===== src/rtl/rpt_pkg.sv =====
// Shared constants and widths for the rotary position table value unit.
// Depends on nothing; every rtl file imports it.
`default_nettype none
package rpt_pkg;

  // Register indexes (decoded from paddr[2])
  localparam logic REG_HEAD_WIDTH = 1'b0;
  localparam logic REG_THETA_LOG2 = 1'b1;

  // Field widths
  localparam int unsigned POS_W   = 12;
  localparam int unsigned PAIR_W  = 7;
  localparam int unsigned HD_W    = 9;
  localparam int unsigned THETA_W = 24;
  localparam int unsigned VAL_W   = 16;

  // Datapath widths
  localparam int unsigned NUM_W  = 48;  // dividend of the exponent division
  localparam int unsigned TERM_W = 33;  // series term, Q.30
  localparam int unsigned OP_W   = 32;  // series multiplicand, Q.30
  localparam int unsigned SUM_W  = 36;  // signed series sum, Q.30
  localparam int unsigned PH_W   = 44;  // phase before reduction, Q.30
  localparam int unsigned SHF_W  = 6;   // saturated shift count

  // Shift counts at or above this give a zero phase
  localparam logic [SHF_W-1:0] SHF_SAT = 6'd44;

  // Q.30 constants
  localparam logic [63:0] Q30_ONE     = 64'd1073741824;
  localparam logic [63:0] Q30_HALF    = 64'd536870912;
  localparam logic [63:0] LN2_Q30     = 64'd744261118;
  localparam logic [63:0] PI_Q30      = 64'd3373259426;
  localparam logic [63:0] HALF_PI_Q30 = 64'd1686629713;
  localparam logic [63:0] TWO_PI_Q30  = 64'd6746518852;

endpackage
`default_nettype wire


===== src/rtl/rpt_series_step.sv =====
// One term of a Taylor series: Q.30 multiply, then exact divide by a
// constant through a reciprocal, then accumulate. Depends on rpt_pkg.
`default_nettype none
module rpt_series_step #(
  parameter int unsigned K      = 1,
  parameter bit          NEG    = 1'b0,
  parameter int unsigned SIDE_W = 1
) (
  input  logic                             clk_i,
  input  logic                             rst_ni,
  input  logic                             en_i,
  input  logic                             valid_i,
  input  logic [rpt_pkg::TERM_W-1:0]       term_i,
  input  logic [rpt_pkg::OP_W-1:0]         op_i,
  input  logic signed [rpt_pkg::SUM_W-1:0] sum_i,
  input  logic [SIDE_W-1:0]                side_i,
  output logic                             valid_o,
  output logic [rpt_pkg::TERM_W-1:0]       term_o,
  output logic [rpt_pkg::OP_W-1:0]         op_o,
  output logic signed [rpt_pkg::SUM_W-1:0] sum_o,
  output logic [SIDE_W-1:0]                side_o
);
  import rpt_pkg::*;

  localparam int unsigned L      = $clog2(K);
  localparam int unsigned S      = TERM_W + L;
  localparam int unsigned RECIPW = TERM_W + 1;
  localparam longint unsigned RECIP = ((64'd1 << S) + 64'(K) - 64'd1) / 64'(K);
  localparam int unsigned PRODW  = TERM_W + OP_W;
  localparam int unsigned QW     = S + TERM_W;

  logic                     a_v_q;
  logic [TERM_W-1:0]        a_prod_q;
  logic [OP_W-1:0]          a_op_q;
  logic signed [SUM_W-1:0]  a_sum_q;
  logic [SIDE_W-1:0]        a_side_q;

  logic [PRODW-1:0]         prod;
  logic [PRODW-1:0]         prod_rnd;
  logic [QW-1:0]            quo_full;
  logic [TERM_W-1:0]        quo;
  logic signed [SUM_W-1:0]  quo_s;

  // term * op, rounded half up to Q.30
  assign prod     = PRODW'(term_i) * PRODW'(op_i);
  assign prod_rnd = prod + PRODW'(Q30_HALF);

  // floor divide by K: multiply by the rounded-up reciprocal, drop S bits
  assign quo_full = QW'(a_prod_q) * QW'(RECIPW'(RECIP));
  assign quo      = quo_full[S +: TERM_W];
  assign quo_s    = $signed(SUM_W'(quo));

  always_ff @(posedge clk_i or negedge rst_ni) begin
    if (!rst_ni) begin
      a_v_q   <= 1'b0;
      valid_o <= 1'b0;
    end else if (en_i) begin
      a_v_q   <= valid_i;
      valid_o <= a_v_q;
    end
  end

  always_ff @(posedge clk_i) begin
    if (en_i) begin
      a_prod_q <= prod_rnd[30 +: TERM_W];
      a_op_q   <= op_i;
      a_sum_q  <= sum_i;
      a_side_q <= side_i;
      term_o   <= quo;
      op_o     <= a_op_q;
      sum_o    <= NEG ? (a_sum_q - quo_s) : (a_sum_q + quo_s);
      side_o   <= a_side_q;
    end
  end

endmodule
`default_nettype wire


===== config.mk =====
export PLATFORM = sky130hd
export DESIGN_NAME = rpt_series_step
export DESIGN_NICKNAME = d
export VERILOG_FILES = /design/src/rtl/rpt_pkg.sv /design/src/rtl/rpt_series_step.sv
export SDC_FILE = /design/constraint.sdc
export NUM_CORES = 2
export LEC_CHECK = 0
export ABC_CLOCK_PERIOD_IN_PS = 7800
export BUFFER_PORTS_ARGS = -buffer_cell sky130_fd_sc_hd__buf_2
export CORE_ASPECT_RATIO = 1.75
export CORE_MARGIN = 3
export CORE_UTILIZATION = 65
export CTS_CLUSTER_SIZE = 8
export DETAILED_ROUTE_END_ITERATION = 7
export GPL_ROUTABILITY_DRIVEN = 0
export PLACE_DENSITY = 0.82
export SLEW_MARGIN = 30
export SYNTH_ARGS = -nofsm -noshare
export SYNTH_HDL_FRONTEND = slang
export SYNTH_SLANG_ARGS = --single-unit

===== constraint.sdc =====
create_clock -name clk_i -period 7.8 [get_ports clk_i]
set_input_delay 0.39 -clock clk_i [delete_from_list [all_inputs] [get_ports clk_i]]
set_output_delay 0.39 -clock clk_i [all_outputs]
set_load 0.01 [all_outputs]

After elaboration in Yosys (flattened, before gate mapping)
Index checks and enable logic that the tools add are counted.
{"block": "op_classes", "addsub": 2, "n_mul": 1}
{"cell": "adder 63 x 30 -> 63 bit, second input constant", "n": 1}
{"cell": "multiplier 33 x 32 -> 63 bit", "n": 1}
{"cell": "adder 36 x 34 -> 36 bit", "n": 1}
{"block": "totals", "regBits": 206, "input_bits": 106, "output_inout_bits": 103}

Logic depth before layout (Yosys ltp)
{"block": "depth", "word_depth": 2, "depth_mapped": 29, "ltp_nobuf": 28}

Worst setup path before layout
OpenSTA, ideal clock, no wires.
{"block": "synth_path", "kind": "input port to flip-flop", "from": "input term_i[31] (netlist bit)", "to": "register a_prod_q[18], data pin", "setup_time_ns": 0.260, "arrival_ns": 6.867, "t_required_ns": 7.540, "setup_slack_ns": 0.673, "stages": 26, "cell_sequence": "clkbuf_1 nand2_1 fa_1 inv_1 fa_1 inv_1 fa_1 fa_1 inv_1 fa_1 fa_1 fa_1 inv_1 fa_1 inv_1 ha_1 a21o_1 a211oi_2 a21boi_2 o21ai_1 o21ba_4 nor3_2 a311o_2 a21o_1 a21oi_2 xnor2_1"}
{"block": "synth_via", "elab_chain_cells": 2}
{"item": "from (decl)", "line_no": "rpt_series_step.sv:13", "text": "input logic [rpt_pkg::TERM_W-1:0] term_i,"}
{"item": "multiplier 33 x 32 -> 63 bit", "line_no": "rpt_series_step.sv:45", "text": "assign prod = PRODW'(term_i) * PRODW'(op_i);"}
{"item": "adder 63 x 30 -> 63 bit", "line_no": "rpt_series_step.sv:46", "text": "assign prod_rnd = prod + PRODW'(Q30_HALF);"}
{"item": "named net prod_rnd[48]", "line_no": "rpt_series_step.sv:39", "text": "logic [PRODW-1:0] prod_rnd;"}
{"item": "to (signal assigned)", "line_no": "rpt_series_step.sv:65", "text": "a_prod_q <= prod_rnd[30 +: TERM_W];"}
{"item": "to (decl)", "line_no": "rpt_series_step.sv:33", "text": "logic [TERM_W-1:0] a_prod_q;"}
The timed path passes the listed nets, and every way through them passes these cells.
A chain may end at the register's enable or synchronous reset.

Worst setup path after layout
{"block": "layout_path", "from": "input term_i[13] (netlist bit)", "to": "register a_prod_q[18], data pin"}
Same word-level chain as after synthesis.

==> results.py <==
metrics = {
    "status": {
        "status": "complete, no violations",
    },
    "synthesis": {
        "syn_inst": 4091,
        "synth_enable_flop_cells": 204,
        "postSynthAreaPerCell_um2": 10.05,
        "synth_cell_types": 69,
        "yosysWarnings": 0,
        "ys.flop_type": "edfxtp_1",
        "ys_async_sr_fraction_pct": 0.9709,
        "netlist_top_cells_area": "fa_1 45%, edfxtp_1 15%, ha_1 9.2%",
        "yosysTopAreaCellShare_pct": 45.13,
        "syn_area_mm2": 0.04112,
        "synth.largest_area_cell": "fa_1",
        "seq_area_frac_synth_pct": 15.02,
        "post-synth-top-count-cell": "inv_1",
        "ys_top_cells_by_count": "957 x inv_1, 927 x fa_1, 559 x nand2_1",
        "synth_nets": 5428,
        "ys_ff_latch": 206,
    },
    "timing": {
        "period_share_pct": 93.81,
        "layout_setup_ws_ns": 0.4831,
        "final-hold-violation-count": 0,
        "tns_ns": 0,
        "setup_viol": 0,
        "fin_crit_ns": 7.317,
        "slew_violations": 0,
        "rsz0062_at_grt": "false",
        "max_freq_ghz": 0.1367,
        "tightest_slew_ns": 0.8739,
        "finClkSkew_ns": 0.03828,
        "relSlewSlack_pct": 41.74,
    },
    "drt": {
        "routed_via_density": 5.845,
        "firstDrtPassIters": 5,
        "routed_wl_um": 115900,
        "wl_per_cell_um": 22.42,
        "dr.first_iter.drc_count": 1825,
        "vias": 30210,
        "drc_errors": 0,
        "drt.antenna.violating_nets": 0,
    },
    "final_layout": {
        "area_growth_pct": 9.785,
        "post-route-cell-area_mm2": 0.04515,
        "drive_gt1_share_pct": 10.30,
        "multi_input_area_mm2": 0.03060,
        "register_area_mm2": 0.006176,
        "final_nets": 5686,
        "n_fill_cell": 4338,
    },
    "place": {
        "pre_cts_ws_ns": -0.06653,
        "dp_hpwl_um": 92740,
        "place_area_mm2": 0.04388,
        "io_buffer_count": 208,
    },
    "floorplan": {
        "core-area_mm2": 0.06237,
        "dieArea_mm2": 0.06644,
        "initial_core_util_pct": 65.93,
        "die_y_um": 338.7,
        "num_rows": 121,
        "pin_count": 209,
        "die_w_um": 196.1,
    },
    "critical_path": {
        "crit_fanout": 21,
        "rrSetupSlack_ns": 4.36,
        "rr_worst_depth": 13,
        "r2r-end": "sum_o[34]$_DFFE_PP_",
        "cp-startpoint": "term_i[13]",
        "crit_path_end": "a_prod_q[18]$_DFFE_PP_",
        "critical_path_arrival_ns": 7.66,
        "worst_setup_path_end_kind": "flip-flop",
        "worstSetupPathType": "in2reg",
        "critPathRequiredTime_ns": 8.15,
        "critPathLaunchType": "input pin",
        "r2r_start": "a_prod_q[0]$_DFFE_PP_",
    },
    "clock_tree": {
        "clock_latency_ns": 0.63,
        "clockBufferDepth": 3,
        "cts_buffers": 30,
        "cts_resized": 0,
        "cts.clk_slew.worst_paths_ns": 0.06,
        "htree_levels": 1,
        "post_cts_buffers": 0,
        "clock-sinks": 206,
        "cts_tree": "yes",
        "root_buffer": "clkbuf_16",
    },
    "job": {
        "drv_cap": 0,
    },
    "global_routing": {
        "grt_pass1_vias": 35050,
        "grt_antenna_before_repair": 11,
        "grt_overflow": 0,
        "grt_max_degree": 104,
        "grt_pass1_wl_um": 184300,
        "grtUsageTotal_pct": 36.41,
    },
    "worst_hold_path": {
        "min_path_type": "in2async",
    },
}
==> flip-flops by register name (all words and copies together), names as in the netlist <==
| register | flops |
|---|---|
| a_op_q | 32 |
| a_prod_q | 33 |
| a_side_q | 1 |
| a_sum_q | 36 |
| a_v_q | 1 |
| op_o | 32 |
| side_o | 1 |
| sum_o | 36 |
| term_o | 33 |
| valid_o | 1 |
==> kinds of logic (layout without fill, tap and decap cells) <==
kind of cell             count (synthesis)  after routing  share of synthesized area [%]
AND/OR/NAND/NOR                       1199           1199                          14.61
multiplexers                             3              3                        0.07911
AO/OA/AOI/OAI                          224            224                          3.828
buffers and inverters                 1157           1424                          10.58
adder cells (fa/ha/maj)               1231           1231                          54.38
XOR/XNOR                                71             71                          1.512
other                                    0             11                              0
flip-flops                             206            206                          15.02
==> how the worst min path moves through the flow <==
| stage | cells after the start | end | slack [ns] |
|---|---|---|---|
| after floorplan | 0 | a_v_q$_DFFE_PN0P_ | 0.09 |
| after global placement | 1 | a_v_q$_DFFE_PN0P_ | 0.17 |
| after detailed placement | 1 | valid_o$_DFFE_PN0P_ | 0.18 |
| after CTS | 1 | a_op_q[30]$_DFFE_PP_ | 0.06 |
| after global routing | 2 | a_v_q$_DFFE_PN0P_ | 0.09 |
| final | 2 | a_v_q$_DFFE_PN0P_ | 0.09 |
==> final cells by class <==
class	count	share of cell area, %
Inverter	957	7.957
Multi-Input combinational cell	2728	67.77
Clock buffer	39	1.782
Sequential cell	206	13.68
Clock inverter	2	0.08592
Tap cell	799	2.214
Antenna cell	11	0.06097
Timing Repair Buffer	426	6.446
==> critical path, cell delays in order <==
cell,delay [ns]
buf_2,0.42
buf_4,0.31
and2_1,0.17
fa_1,0.42
inv_1,0.08
fa_1,0.40
inv_1,0.09
fa_1,0.44
fa_1,0.70
fa_1,0.48
fa_1,0.46
fa_1,0.52
inv_1,0.06
fa_1,0.47
inv_1,0.04
ha_1,0.30
a21o_1,0.19
a211oi_2,0.20
a21boi_2,0.18
o21ai_1,0.07
o21ba_4,0.32
nor3_2,0.06
a311o_2,0.43
a21o_1,0.22
a21oi_2,0.15
xnor2_1,0.08
==> metal layers <==
metal  share of wire [%]  vias to the layer above  track usage [%]
met5               0.032                        -                0
met4                  12                        6            34.01
met3                 6.7                      708            7.010
met2                  53                     1543            64.49
met1                  28                    15380            34.66
li1                    -                    12570                -
==> cell usage in the layout, fill, tap and decap left out, drive strengths merged, types with 3 or more instances in the layout <==
| master | n |
|---|---|
| a31oi | 4 |
| xnor2 | 48 |
| dlygate4sd3 | 39 |
| o21bai | 8 |
| o211ai | 5 |
| and2 | 536 |
| fa | 927 |
| nor2b | 5 |
| o21ba | 3 |
| o2111ai | 3 |
| nand4 | 12 |
| and3 | 10 |
| xor2 | 23 |
| o21ai | 35 |
| nor2 | 33 |
| o21a | 8 |
| edfxtp | 204 |
| buf | 387 |
| inv | 957 |
| a21o | 49 |
| o31a | 3 |
| nor3 | 16 |
| clkbuf | 39 |
| a21boi | 3 |
| nand2 | 559 |
| ha | 304 |
| a211oi | 6 |
| nand2b | 6 |
| diode | 11 |
| a21oi | 73 |
| nand3 | 16 |
==> repair_timing <==
action                                  in CTS  in global routing
hold endpoints to repair                    40                  0
endpoints found under the setup margin       0                  0
hold buffers                                39                  0
==> per-stage QoR <==
| step | util [%] | hold slack, ns | std cells |
|---|---|---|---|
| 4_1_cts | 72.33 | 0.05883 | 5157 |
| 3_3_place_gp | 70.36 | 0.1741 | 5077 |
| 6_report | 72.38 | 0.08514 | 5168 |
| 5_1_grt | 72.34 | 0.08524 | 5159 |
| 2_1_floorplan | - | 0.09441 | 4091 |
| 3_5_place_dp | 70.36 | 0.1774 | 5077 |
Power is left out: the tool's default activity adds up to more than one toggle a clock period on the data nets, which glitch-free logic cannot reach.
