`config.mk`:
```
export PLATFORM = sky130hd
export DESIGN_NAME = rpt_div
export DESIGN_NICKNAME = d
export VERILOG_FILES = /design/src/rtl/rpt_pkg.sv /design/src/rtl/rpt_div.sv
export SDC_FILE = /design/constraint.sdc
export NUM_CORES = 1
export LEC_CHECK = 0
export BUFFER_PORTS_ARGS = -buffer_cell sky130_fd_sc_hd__buf_2
export CORE_MARGIN = 10
export CORE_UTILIZATION = 50
export DETAILED_ROUTE_END_ITERATION = 12
export PLACE_DENSITY_LB_ADDON = 0.1
export SLEW_MARGIN = 20
export SYNTH_ARGS = -nofsm -noshare
export SYNTH_HDL_FRONTEND = slang
export SYNTH_SLANG_ARGS = --single-unit
```
`constraint.sdc`:
```
create_clock -name clk_i -period 18.2 [get_ports clk_i]
set_clock_uncertainty 0.05 [all_clocks]
set_input_delay 1.82 -clock clk_i [delete_from_list [all_inputs] [get_ports clk_i]]
set_output_delay 1.82 -clock clk_i [all_outputs]
set_load 0.02 [all_outputs]
```
`src/rtl/rpt_pkg.sv`:
```
// Shared constants and widths for the rotary position table value unit.
// Depends on nothing; every rtl file imports it.
`default_nettype none
package rpt_pkg;

  // Register indexes (decoded from paddr[2])
  localparam logic REG_HEAD_WIDTH = 1'b0;
  localparam logic REG_THETA_LOG2 = 1'b1;

  // Field widths
  localparam int unsigned POS_W   = 12;
  localparam int unsigned PAIR_W  = 7;
  localparam int unsigned HD_W    = 9;
  localparam int unsigned THETA_W = 24;
  localparam int unsigned VAL_W   = 16;

  // Datapath widths
  localparam int unsigned NUM_W  = 48;  // dividend of the exponent division
  localparam int unsigned TERM_W = 33;  // series term, Q.30
  localparam int unsigned OP_W   = 32;  // series multiplicand, Q.30
  localparam int unsigned SUM_W  = 36;  // signed series sum, Q.30
  localparam int unsigned PH_W   = 44;  // phase before reduction, Q.30
  localparam int unsigned SHF_W  = 6;   // saturated shift count

  // Shift counts at or above this give a zero phase
  localparam logic [SHF_W-1:0] SHF_SAT = 6'd44;

  // Q.30 constants
  localparam logic [63:0] Q30_ONE     = 64'd1073741824;
  localparam logic [63:0] Q30_HALF    = 64'd536870912;
  localparam logic [63:0] LN2_Q30     = 64'd744261118;
  localparam logic [63:0] PI_Q30      = 64'd3373259426;
  localparam logic [63:0] HALF_PI_Q30 = 64'd1686629713;
  localparam logic [63:0] TWO_PI_Q30  = 64'd6746518852;

endpackage
`default_nettype wire

```
`src/rtl/rpt_div.sv`:
```
// Pipelined restoring divider: NUM_W-bit dividend by a narrow divisor,
// eight quotient bits per stage. Depends on rpt_pkg.
`default_nettype none
module rpt_div #(
  parameter int unsigned DIV_W  = 9,
  parameter int unsigned SIDE_W = 1
) (
  input  logic                      clk_i,
  input  logic                      rst_ni,
  input  logic                      en_i,
  input  logic                      valid_i,
  input  logic [rpt_pkg::NUM_W-1:0] num_i,
  input  logic [DIV_W-1:0]          den_i,
  input  logic [SIDE_W-1:0]         side_i,
  output logic                      valid_o,
  output logic [rpt_pkg::NUM_W-1:0] quot_o,
  output logic [SIDE_W-1:0]         side_o
);
  import rpt_pkg::*;

  localparam int unsigned BITS   = 8;
  localparam int unsigned STAGES = NUM_W / BITS;

  logic              v_q    [STAGES+1];
  logic [NUM_W-1:0]  w_q    [STAGES+1];
  logic [DIV_W-1:0]  rem_q  [STAGES+1];
  logic [SIDE_W-1:0] side_q [STAGES+1];

  assign v_q[0]    = valid_i;
  assign w_q[0]    = num_i;
  assign rem_q[0]  = '0;
  assign side_q[0] = side_i;

  for (genvar g = 0; g < STAGES; g++) begin : g_stage
    logic [NUM_W-1:0] w_d;
    logic [DIV_W-1:0] rem_d;

    // shift a dividend bit into the remainder, a quotient bit into the word
    always_comb begin
      logic [DIV_W:0] part;
      logic           ge;
      w_d   = w_q[g];
      rem_d = rem_q[g];
      for (int b = 0; b < BITS; b++) begin
        part  = {rem_d, w_d[NUM_W-1]};
        ge    = part >= {1'b0, den_i};
        if (ge) begin
          part = part - {1'b0, den_i};
        end
        rem_d = part[DIV_W-1:0];
        w_d   = {w_d[NUM_W-2:0], ge};
      end
    end

    always_ff @(posedge clk_i or negedge rst_ni) begin
      if (!rst_ni) begin
        v_q[g+1] <= 1'b0;
      end else if (en_i) begin
        v_q[g+1] <= v_q[g];
      end
    end

    always_ff @(posedge clk_i) begin
      if (en_i) begin
        w_q[g+1]    <= w_d;
        rem_q[g+1]  <= rem_d;
        side_q[g+1] <= side_q[g];
      end
    end
  end

  assign valid_o = v_q[STAGES];
  assign quot_o  = w_q[STAGES];
  assign side_o  = side_q[STAGES];

endmodule
`default_nettype wire

```
== After elaboration in Yosys (flattened, before gate mapping) ==
Index checks and enable logic that the tools add are counted.

* Register bits after elaboration: 345
* Latch bits: 0
* Bits in writable memories: 0
* ROM bits: 0
* Bits of input ports: 62
* Output and inout port bits: 50
* Logic and storage cells: 165
* Memories kept: 0

* Add/sub/neg operators: 47
* Multipliers: 0
* Divide/modulo/power cells: 0
* Order comparisons: 48
* Eq/ne operators: 0
* Shift-type cells: 0
* Mux-type cells: 47
* Bitwise logic cells: 0
* Reduce and logical (&&, ||, !) cells: 0

{| class="wikitable"
|+ Operator list
! operator !! count
|-
| greater-or-equal comparator 10 x 9 -> 1 bit || 47
|-
| two-way mux 9 bit || 47
|-
| subtractor 9 bit || 46
|-
| greater-or-equal comparator 1 x 9 -> 1 bit || 1
|-
| subtractor 1 x 9 -> 9 bit || 1
|}

== Longest topological paths before layout ==
* Depth after elaboration: 16
* Depth in mapped cells: 88
* Depth with buffers taken out: 84

== Least setup slack after synthesis ==
Ideal clock, no wire load.

* Kind: in2reg
* From: input den_i[1]
* To: register rem_q[29] (netlist name) (data pin)
* Library setup time: 0.260 ns
* Arrival time: 19.644 ns
* Data required time: 17.890 ns
* Path slack: -1.754 ns
* Cell stages on the path: 80
* Buffers on the path: 5
* Path through: inv_1 > fa_1 > a211oi_2 > o21ai_0 > a31oi_1 > clkbuf_1 > mux2_2 > ha_1 > nor2b_1 > o21ai_1 > a31oi_1 > a211oi_2 > nand2_2 > mux2i_1 > ha_1 > nor2b_1 > o21ai_0 > a31oi_1 > (+44 left out) > a21o_1 > a221o_1 > or4b_1 > and2_1 > buf_2 > mux2i_1 > ha_1 > a21o_1 > a21oi_1 > nor2_1 > nor2_1 > nand2_1 > o21bai_1 > a21oi_1 > o2111ai_1 > o21ai_2 > inv_2 > mux2_2

* Word-level cells in the longest chain between the ends: 16
* Elaborated cells between the ends (all ways): 24
* Those cells by class: add/sub (8); order compare (8); mux (8)

{| class="wikitable"
|+ RTL lines
! item !! RTL line !! source
|-
| start: declaration || rpt_div.sv:13 || <nowiki>input logic [DIV_W-1:0] den_i,</nowiki>
|-
| subtractor 9 bit or greater-or-equal comparator 10 x 9 -> 1 bit (tied branches) || rpt_div.sv:48, rpt_div.sv:46 ||
|-
| two-way mux 9 bit || rpt_div.sv:47 || <nowiki>if (ge) begin</nowiki>
|-
| greater-or-equal comparator 10 x 9 -> 1 bit (*) || rpt_div.sv:46 || <nowiki>ge = part >= {1'b0, den_i};</nowiki>
|-
| named net g_stage[2].w_d[6] || rpt_div.sv:35 || <nowiki>logic [NUM_W-1:0] w_d;</nowiki>
|-
| two-way mux 9 bit (*) || rpt_div.sv:47 ||
|-
| subtractor 9 bit or greater-or-equal comparator 10 x 9 -> 1 bit (tied branches) || rpt_div.sv:48, rpt_div.sv:46 ||
|-
| two-way mux 9 bit (*) || rpt_div.sv:47 ||
|-
| subtractor 9 bit or greater-or-equal comparator 10 x 9 -> 1 bit (tied branches) || rpt_div.sv:48, rpt_div.sv:46 ||
|-
| (+2 left out) || - ||
|-
| named net g_stage[2].w_d[3] || rpt_div.sv:35 ||
|-
| (+2 left out) || - ||
|-
| named net g_stage[2].w_d[2] || rpt_div.sv:35 ||
|-
| two-way mux 9 bit (*) || rpt_div.sv:47 ||
|-
| greater-or-equal comparator 10 x 9 -> 1 bit (*) || rpt_div.sv:46 ||
|-
| named net g_stage[2].w_d[1] || rpt_div.sv:35 ||
|-
| two-way mux 9 bit (*) || rpt_div.sv:47 ||
|-
| greater-or-equal comparator 10 x 9 -> 1 bit (*) || rpt_div.sv:46 ||
|-
| named net g_stage[2].$4.ge || rpt_div.sv:41 || <nowiki>logic ge;</nowiki>
|-
| two-way mux 9 bit (*) || rpt_div.sv:47 ||
|-
| end signal: indexed assignment || rpt_div.sv:66 || <nowiki>rem_q[g+1] <= rem_d;</nowiki>
|-
| end: declaration || rpt_div.sv:26 || <nowiki>logic [DIV_W-1:0] rem_q [STAGES+1];</nowiki>
|}

Mark *: on every way through the listed nets, which the timed path passes. The rest lies on a longest branch.
A chain may end at the register's enable or synchronous reset.

== Worst setup path in the final report ==
* From: input den_i[0]
* To: register rem_q[28] (netlist name) (data pin)

* Word-level cells in the longest chain between the ends: 16
* Elaborated cells between the ends (all ways): 24
* Those cells by class: add/sub (8); order compare (8); mux (8)

{| class="wikitable"
|+ RTL lines
! item !! RTL line
|-
| greater-or-equal comparator 10 x 9 -> 1 bit (*) || rpt_div.sv:46
|-
| named net g_stage[2].w_d[7] || rpt_div.sv:35
|-
| two-way mux 9 bit (*) || rpt_div.sv:47
|-
| greater-or-equal comparator 10 x 9 -> 1 bit (*) || rpt_div.sv:46
|-
| named net g_stage[2].w_d[6] || rpt_div.sv:35
|-
| two-way mux 9 bit (*) || rpt_div.sv:47
|-
| subtractor 9 bit or greater-or-equal comparator 10 x 9 -> 1 bit (tied branches) || rpt_div.sv:48, rpt_div.sv:46
|-
| two-way mux 9 bit (*) || rpt_div.sv:47
|-
| (+2 left out) || -
|-
| subtractor 9 bit or greater-or-equal comparator 10 x 9 -> 1 bit (tied branches) || rpt_div.sv:48, rpt_div.sv:46
|-
| two-way mux 9 bit (*) || rpt_div.sv:47
|-
| subtractor 9 bit or greater-or-equal comparator 10 x 9 -> 1 bit (tied branches) || rpt_div.sv:48, rpt_div.sv:46
|-
| two-way mux 9 bit (*) || rpt_div.sv:47
|-
| subtractor 9 bit or greater-or-equal comparator 10 x 9 -> 1 bit (tied branches) || rpt_div.sv:48, rpt_div.sv:46
|-
| two-way mux 9 bit (*) || rpt_div.sv:47
|-
| greater-or-equal comparator 10 x 9 -> 1 bit or subtractor 9 bit (tied branches) || rpt_div.sv:46, rpt_div.sv:48
|-
| two-way mux 9 bit (*) || rpt_div.sv:47
|}

Marks and branches as above.

==> flow_summary.toml <==
[route]
antenna_left = 0
drc = 0
route.met2.wl_um = 45800
first_pass_iters = 6
drt-vias-per-instance = 5.89
routedWlPerCell_um = 19.9
wl_met1_um = 40700
wirelength_um = 93100
num_vias = 27500
wl_met3_um = 3940
drtIter0Drc = 1607
dr.max_layer_used = "met5"

[cts]
ctsHtreeMaxLevel = 2
clockRootBuffer = "clkbuf_16"
postCtsHoldBufs = 0
clk_pin_slew_ns = 0.06
cts_buffers = 43
clk_path_buf_depth = 3
cts.sinks = 345
cts_tree = "done"
clk_latency_ns = 0.58

[critical_path]
r2r_slack_ns = 1.63
path_common_cell = "ha_1"
required_ns = 18.48
cp-end-kind = "register"
start_kind = "input pin"
critPathMaxFanout = 11
reg2reg_from = "w_q[239]"
reg2reg_to = "rem_q[28]"
r2r_cells = 80
critical_path.max_stage_delay_ns = 0.56
arrival_ns = 17.78
worst_path_max_delay_cell = "or4b_4"
critPathKind = "input pin to register"

[finish]
syn_to_final_growth_pct = 16.9
final_nets = 4294
multiInputGateArea_um2 = 22700
num-fill-cells = 5717
drive_gt1_share_pct = 23.6
final-seq-area_um2 = 10300
n_antenna_cell = 0

[logic_synthesis]
synth_cell_types = 104
yosys_warnings = 0
synth_edf_count = 339
yosysTopAreaCell = "edfxtp_1"
synthesis.nets = 3927
async_flop_share_pct = 1.74
ys_top_cells_by_area = "edfxtp_1, ha_1, mux2_2"
synth-seq-cells = 345
synth_cells = 3394
synthesis.area_um2 = 33600
synth_flop_cell = "edfxtp_1"
ys_seq_area_share_pct = 30.7
yosys.area.top_type_share_pct = 30.3
postSynthAreaPerCell_um2 = 9.91

[timing]
worst_pin_slew_ns = 0.932
min_period_ns = 17.50
setup_tns_ns = 0
period_share_pct = 96.2
clock.fmax_mhz = 57.1
setup_violations = 0
slew_headroom_pct = 37.9
slew_violations = 0
hold_viol_final = 0

[min_path]
holdCritStartpoint = "g_stage[2].w_d[42]"
whs_path_depth = 0
min_path_type = "register to register"
min_to = "w_q[186]"

[die]
die_h_um = 279
core-area_um2 = 66900
fp.dieW_um = 279
floorplan.initialDensity_pct = 50.3
io_pins = 112
die_area_um2 = 78000
placementRows = 95

[grt]
grt_max_degree = 87
grt.total_usage_pct = 23.1
grt_overflow_total = 0
grt_pass1_wl_um = 147000
grt_pass1_vias = 27900
grt_antenna_before_repair = 2

[placed_design]
dp_hpwl_um = 71700
gp_congestion = 0.961
numPortBuffers = 111

[run]
drv_cap = 0

[outcome]
status = "finished, final reports clean"
## synth_stat cells, types with 70 or more instances
cell type	count
ha_1	425
inv_1	241
mux2_2	202
mux2i_1	70
nand2_1	166
nand4_1	71
xnor2_1	165
edfxtp_1	339
o21ai_0	199
a21oi_1	232
xor2_1	102
a21o_1	129
nor2b_1	83
nor2_1	188
## cells by family (layout without fill, tap and decap cells)
logic type / count (synthesis) / count (layout) / synth area share, %
AO/OA/AOI/OAI: 911 / 912 / 18.2
multiplexers: 282 / 282 / 9.24
AND/OR/NAND/NOR: 785 / 785 / 12.0
buffers and inverters: 333 / 733 / 4.35
flip-flops: 345 / 345 / 30.7
adder cells (fa/ha/maj): 471 / 471 / 18.5
XOR/XNOR: 267 / 267 / 6.95
## layout make-up
class	instances	area share, %
multi-input cells	2717	57.8
flip-flops and latches	345	26.3
repair buffers	394	6.97
clock buffers	49	2.90
well taps	873	2.78
inverters	260	2.54
clock inverters	30	0.719
## layer usage
layer  track usage (%)  vias up
li1                  -    13500
met1              28.7    13200
met2              41.2      644
met3              2.72      169
met4              7.05        2
met5                 0        -
## worst max path at each step
stage,end,start,slack [ns]
after floorplan,rem_q[37],den_i[1],-0.01
after global placement,rem_q[44],den_i[1],0.05
after detailed placement,rem_q[19],den_i[1],-0.34
after CTS,rem_q[19],den_i[1],0.23
after global routing,rem_q[28],den_i[0],-0.12
final,rem_q[28],den_i[0],0.70
## repair_timing
item	CTS	global route
setup buffers	0	48
resized for setup	0	118
endpoints found under the setup margin	0	51
## flip-flops by register name, summed over array words and instances, names as in the netlist
name	cells
g_stage.w_d	200
quot_o	48
rem_q	45
side_o	1
side_q	5
v_q	5
valid_o	1
w_q	40
## per-stage QoR
step | std cells | hold slack [ns] | utilization, % | instance area (um^2) | worst slack (ns)
floorplan | 3394 | 0.350 | - | 34100 | -0.0105
global placement | 4539 | 0.351 | 55.3 | 37000 | 0.0525
detailed placement | 4539 | 0.355 | 55.3 | 37000 | -0.338
CTS | 4618 | 0.354 | 57.5 | 38500 | 0.225
global route | 4668 | 0.365 | 58.7 | 39300 | -0.116
finish | 4668 | 0.357 | 58.7 | 39300 | 0.697
## worst max-delay path: cells and delay by family
kind            cells  cell delay, ns
simple gates       18            3.02
buf+inv            10            1.45
mux                 6            1.73
compound gates     37            6.88
fa+ha+maj           9            2.87
## placed cells by master (no fill, tap or decap), drive strengths merged, types with 83 or more instances in the layout
master / count
xnor2: 165
ha: 425
a21oi: 234
o21ai: 205
edfxtp: 339
nand2: 167
nor2: 191
buf: 394
inv: 263
a21o: 129
nor2b: 83
xor2: 102
mux2: 209
Power is not shown: default switching activity piles up to over one toggle a cycle in this logic, so the estimate is an artifact.
